File: src/sv/grey_window_level_mapper_core_assert.svh
// Assertion macros shared by the mapper RTL.
// GWLM_ASSERT checks a property on the rising clock edge while reset is released.
// GWLM_ASSERT_ALWAYS checks a property on every rising clock edge, reset included.
`ifndef GREY_WINDOW_LEVEL_MAPPER_CORE_ASSERT_SVH
`define GREY_WINDOW_LEVEL_MAPPER_CORE_ASSERT_SVH

`ifndef SYNTHESIS
`define GWLM_ASSERT(lbl, clk, rstn, prop, msg) \
  lbl: assert property (@(posedge clk) disable iff (!rstn) prop) else $error(msg);
`define GWLM_ASSERT_ALWAYS(lbl, clk, prop, msg) \
  lbl: assert property (@(posedge clk) prop) else $error(msg);
`else
`define GWLM_ASSERT(lbl, clk, rstn, prop, msg)
`define GWLM_ASSERT_ALWAYS(lbl, clk, prop, msg)
`endif

`endif

File: src/sv/gwlm_pkg.sv
package gwlm_pkg;

  // Default parameter values.
  localparam int unsigned FRAME_PIXELS_DEF = 65536;
  localparam int unsigned SAMPLE_BITS_DEF  = 32;

  // Fixed field widths.
  localparam int unsigned SAMPLE_W  = 32;
  localparam int unsigned WWIDTH_W  = 31;
  localparam int unsigned IDX_W     = 16;
  localparam int unsigned GREY_W    = 8;
  localparam int unsigned IDX_LIM_W = 25;

  // Configuration port.
  localparam int unsigned PADDR_W = 4;
  localparam int unsigned PDATA_W = 32;
  localparam int unsigned REG_W   = 2;

  localparam logic [REG_W-1:0] REG_MAP_MODE     = 2'd0;
  localparam logic [REG_W-1:0] REG_WINDOW_START = 2'd1;
  localparam logic [REG_W-1:0] REG_WINDOW_WIDTH = 2'd2;

  // Input item and mode codes.
  localparam logic ACT_LOAD    = 1'b0;
  localparam logic ACT_READ    = 1'b1;
  localparam logic MODE_AUTO   = 1'b0;
  localparam logic MODE_WINDOW = 1'b1;

  // Reset values.
  localparam logic signed [SAMPLE_W-1:0] RST_MIN    = 32'sh7FFF_FFFF;
  localparam logic signed [SAMPLE_W-1:0] RST_MAX    = 32'sh8000_0000;
  localparam logic        [WWIDTH_W-1:0] RST_WWIDTH = 31'd65536;

  // Divider widths: quotient bits produced one per step.
  localparam int unsigned DIV_W = SAMPLE_W;
  localparam int unsigned REM_W = DIV_W + GREY_W;
  localparam int unsigned CNT_W = $clog2(GREY_W);

  typedef struct packed {
    logic busy;
    logic done;
  } div_stat_t;

endpackage

File: src/sv/gwlm_div.sv
module gwlm_div (
  input  logic                           clk_i,
  input  logic                           rst_ni,
  input  logic                           start_i,
  input  logic [gwlm_pkg::DIV_W-1:0]     num_i,
  input  logic [gwlm_pkg::DIV_W-1:0]     den_i,
  output logic [gwlm_pkg::GREY_W-1:0]    quot_o,
  output gwlm_pkg::div_stat_t            stat_o
);

  localparam int unsigned DivW  = gwlm_pkg::DIV_W;
  localparam int unsigned RemW  = gwlm_pkg::REM_W;
  localparam int unsigned QW    = gwlm_pkg::GREY_W;
  localparam int unsigned CntW  = gwlm_pkg::CNT_W;
  localparam logic [CntW-1:0] StepLast = CntW'(QW - 1);

  typedef enum logic [2:0] {
    D_IDLE = 3'b001,
    D_MUL  = 3'b010,
    D_STEP = 3'b100
  } dstate_e;

  dstate_e         state_q, state_d;
  logic [RemW-1:0] rem_q, rem_d;
  logic [RemW-1:0] dvs_q, dvs_d;
  logic [QW-1:0]   quot_q, quot_d;
  logic [CntW-1:0] cnt_q, cnt_d;
  logic            done_q, done_d;

  // One subtractor serves both the times-255 pass and the quotient steps.
  logic [RemW-1:0] op_a, op_b;
  logic [RemW:0]   diff;

  always_comb begin
    if (state_q == D_MUL) begin
      op_a = {rem_q[DivW-1:0], QW'(0)};
      op_b = rem_q;
    end else begin
      op_a = rem_q;
      op_b = dvs_q;
    end
    diff = {1'b0, op_a} - {1'b0, op_b};
  end

  always_comb begin
    state_d = state_q;
    rem_d   = rem_q;
    dvs_d   = dvs_q;
    quot_d  = quot_q;
    cnt_d   = cnt_q;
    done_d  = 1'b0;
    unique case (state_q)
      D_IDLE: begin
        if (start_i) begin
          rem_d   = RemW'(num_i);
          dvs_d   = {1'b0, den_i, (QW - 1)'(0)};
          cnt_d   = StepLast;
          state_d = D_MUL;
        end
      end
      D_MUL: begin
        rem_d   = diff[RemW-1:0];
        state_d = D_STEP;
      end
      D_STEP: begin
        if (!diff[RemW]) begin
          rem_d = diff[RemW-1:0];
        end
        quot_d = {quot_q[QW-2:0], ~diff[RemW]};
        dvs_d  = dvs_q >> 1;
        cnt_d  = cnt_q - 1'b1;
        if (cnt_q == '0) begin
          done_d  = 1'b1;
          state_d = D_IDLE;
        end
      end
      default: state_d = D_IDLE;
    endcase
  end

  always_ff @(posedge clk_i or negedge rst_ni) begin
    if (!rst_ni) begin
      state_q <= D_IDLE;
      cnt_q   <= '0;
      done_q  <= 1'b0;
    end else begin
      state_q <= state_d;
      cnt_q   <= cnt_d;
      done_q  <= done_d;
    end
  end

  always_ff @(posedge clk_i) begin
    rem_q  <= rem_d;
    dvs_q  <= dvs_d;
    quot_q <= quot_d;
  end

  assign quot_o      = quot_q;
  assign stat_o.busy = (state_q != D_IDLE);
  assign stat_o.done = done_q;

endmodule

File: config.mk
export PLATFORM = sky130hd
export DESIGN_NAME = gwlm_div
export DESIGN_NICKNAME = d
export VERILOG_FILES = /design/src/sv/grey_window_level_mapper_core_assert.svh /design/src/sv/gwlm_pkg.sv /design/src/sv/gwlm_div.sv
export SDC_FILE = /design/constraint.sdc
export NUM_CORES = 1
export LEC_CHECK = 0
export ABC_AREA = 1
export BUFFER_PORTS_ARGS = -buffer_cell sky130_fd_sc_hd__buf_2
export CAP_MARGIN = 20
export CORE_UTILIZATION = 32
export DETAILED_ROUTE_END_ITERATION = 8
export SKIP_CTS_REPAIR_TIMING = 1
export SLEW_MARGIN = 25
export SYNTH_ARGS = -nofsm -noshare
export SYNTH_HDL_FRONTEND = slang
export SYNTH_SLANG_ARGS = --single-unit
File: constraint.sdc
create_clock -name clk_i -period 8.85 [get_ports clk_i]
set_clock_uncertainty 0.2 [all_clocks]
set_input_delay 0.885 -clock clk_i [delete_from_list [all_inputs] [get_ports clk_i]]
set_output_delay 0.885 -clock clk_i [all_outputs]
set_load 0.01 [all_outputs]
==> run_results.csv <==
group,metric,value,unit
floorplan,placeableCoreArea,23600,µm²
floorplan,die_width,158,µm
synth,synth.distinct_cells,32,
worst_setup_path,rr_worst_depth,16,
routing,drtAntennaViolNets,0,
clocking,cts_tree,"yes",
routing,routedWlPerCell,14.9,µm
worst_setup_path,critical_path_class,"reg -> reg",
grt,grt_max_degree,68,
clocking,cts-root-buf,"clkbuf_16",
synth,synth_seq_cells,94,
finish,fill_cells,2571,
placement,dp_hpwl,18300,µm
worst_setup_path,endpoint,"rem_q[5]",
floorplan,start_util,0.329,
timing,fin_crit,4.52,ns
routing,drc,0,
finish,syn2layout_area_growth,12.6,%
synth,syn_nets,1283,
timing,setup_viol,0,
synth,synthesis.area,7770,µm²
routing,vias,7419,
worst_setup_path,reg2reg_slack,4.33,ns
routing,vias_per_cell,4.75,
synth,syn_avg_cell_area,6.62,µm²
timing,report.final.hold_viol_count,0,
placement,port_buffers,76,
synth,yosys.area.top_type_share,0.336,
worst_setup_path,cp.arrival,4.34,ns
grt,grtUsageTotal,0.194,
timing,finalCritPeriodShare,0.510,
placement,placed_area,8460,µm²
clocking,htreeDepth,3,
status,status,"finished, final reports clean",
clocking,cts_made_buffers,9,
timing,fmax,221,MHz
worst_setup_path,cp-end-kind,"flop",
worst_setup_path,worstReg2RegEnd,"rem_q[5]",
placement,gp_congestion,0.927,
clocking,clk_pin_slew,0.07,ns
timing,fin_setup_tns,0,ns
synth,synth_flop_cell,"edfxtp_1",
synth,ys_async_sr_fraction,0.0745,
timing,worst_pin_slew,0.974,ns
grt,grt_pass1_vias,6820,
grt,grt_first_pass_wirelength,36100,µm
timing,rsz0062_at_grt,"false",
synth,seq_area_frac_synth,0.359,
worst_setup_path,crit_path_max_fanout,55,
timing,slew_headroom,0.349,
floorplan,top_level_ports,77,
routing,dr.pass1.iters,5,
floorplan,die_y,158,µm
synth,synth_area_leader_cell,"edfxtp_1",
finish,antenna_cells,0,
clocking,cts_max_path_buffers,2,
worst_setup_path,r2r_start,"state_q[0]",
synth,syn_inst,1173,
finish,layout-drive-gt1-share,0.0926,
worst_setup_path,critPathRequiredTime,8.67,ns
grt,grt_overflow,0,
grt,antenna_found_initial,0,
synth,synth_area_leaders,"edfxtp_1, nand2_1, inv_1",
routing,drt_iter0_drc,525,
finish,postLayoutCoreUtil,0.370,
clocking,clock_latency,0.36,ns
worst_setup_path,worst_setup_path_start_kind,"flop",
worst_setup_path,cp-startpoint,"state_q[0]",
run,cap_violations,0,
floorplan,die_area,24900,µm²
clocking,cts.sinks,94,
floorplan,rows,56,
timing,drv_slew,0,
synth,yosys_warnings,0,
routing,drt_wl_total,23300,µm
synth,synth_edf_count,87,
min_path,hold_class,"in -> async",
finish,fin_nets,1347,
finish,design_area,8750,µm²
==> how the worst min path moves through the flow <==
stage	to	slack, ns	depth (start not counted)
floorplan	cnt_q[0]	0.26	1
global placement	quot_o[6]	0.23	0
detailed placement	quot_o[4]	0.23	0
CTS	cnt_q[1]	0.15	1
global route	cnt_q[1]	0.16	1
finish	state_q[1]	0.15	1
==> placed cells by master, fill, tap and decap left out, types with 4 or more instances in the layout <==
| cell | instances |
|---|---|
| nand2_1 | 417 |
| inv_1 | 214 |
| nor2_1 | 125 |
| edfxtp_1 | 87 |
| buf_2 | 76 |
| o21ai_0 | 71 |
| a21oi_1 | 53 |
| nand3_1 | 45 |
| ha_1 | 42 |
| o21a_1 | 28 |
| xnor2_1 | 11 |
| clkbuf_16 | 9 |
| nand4_1 | 8 |
| dfrtp_1 | 6 |
| o21bai_1 | 5 |
| buf_4 | 5 |
| inv_2 | 4 |
| nand3b_1 | 4 |
==> synth_stat cells, types with 3 or more instances <==
cell	instances
nand2_1	417
inv_1	214
nor2_1	125
edfxtp_1	87
o21ai_0	71
a21oi_1	53
nand3_1	45
ha_1	42
o21a_1	28
buf_2	17
xnor2_1	11
clkbuf_1	9
nand4_1	8
dfrtp_1	6
o21bai_1	5
inv_2	4
nand3b_1	4
nor2_2	4
nand3_2	3
==> cells by family (layout without fill, tap and decap cells) <==
family / after synthesis / count (layout) / share of synthesized area
compound gates: 160 / 160 / 0.115
simple gates: 618 / 618 / 0.320
fa+ha+maj: 43 / 43 / 0.0702
buf+inv: 246 / 315 / 0.123
flops: 94 / 94 / 0.359
xor+xnor: 12 / 12 / 0.0135
==> layer usage <==
metal | routed length [µm] | global-route usage
met1 | 11400 | 0.275
met2 | 10100 | 0.299
met3 | 1420 | 0.0271
met4 | 474 | 0.0661
met5 | 0 | 0
==> through the flow <==
step	hold slack, ns	instances	setup WS (ns)
6_report	0.149	1561	4.33
5_1_grt	0.162	1561	3.93
4_1_cts	0.154	1561	4.24
3_5_place_dp	0.230	1545	4.30
3_3_place_gp	0.234	1545	4.35
2_1_floorplan	0.262	1173	5.12
==> final cells by class <==
class                      instances  area, µm²  area share
clock buffer                       9        225      0.0258
clock inverter                     7       63.8     0.00730
inverter                         218        818      0.0936
multi-input combinational        833       4030       0.461
sequential                        94       2790       0.319
tap                              319        399      0.0456
timing repair buffer              81        418      0.0478
==> registers in the layout (all words and copies together), names as in the netlist <==
| signal | flops |
|---|---|
| cnt_q | 3 |
| done_q | 1 |
| dvs_q | 39 |
| quot_o | 8 |
| rem_q | 40 |
| state_q | 3 |
==> critical path, cell delays in order (launching register included) <==
cell      delay, ns
dfstp_2        0.60
nor3_4         0.06
inv_2          0.67
nor2_1         0.15
o21bai_1       0.21
ha_1           0.40
nand2_1        0.13
nor2_1         0.20
nand2_1        0.09
nor2_1         0.10
nand2_1        0.07
nand3_2        0.11
nand2_1        0.08
nand3_1        0.08
nand2_1        0.05
inv_1          0.45
buf_4          0.48
Power is not shown: default switching activity piles up to over one toggle a cycle in this logic, so the estimate is an artifact.
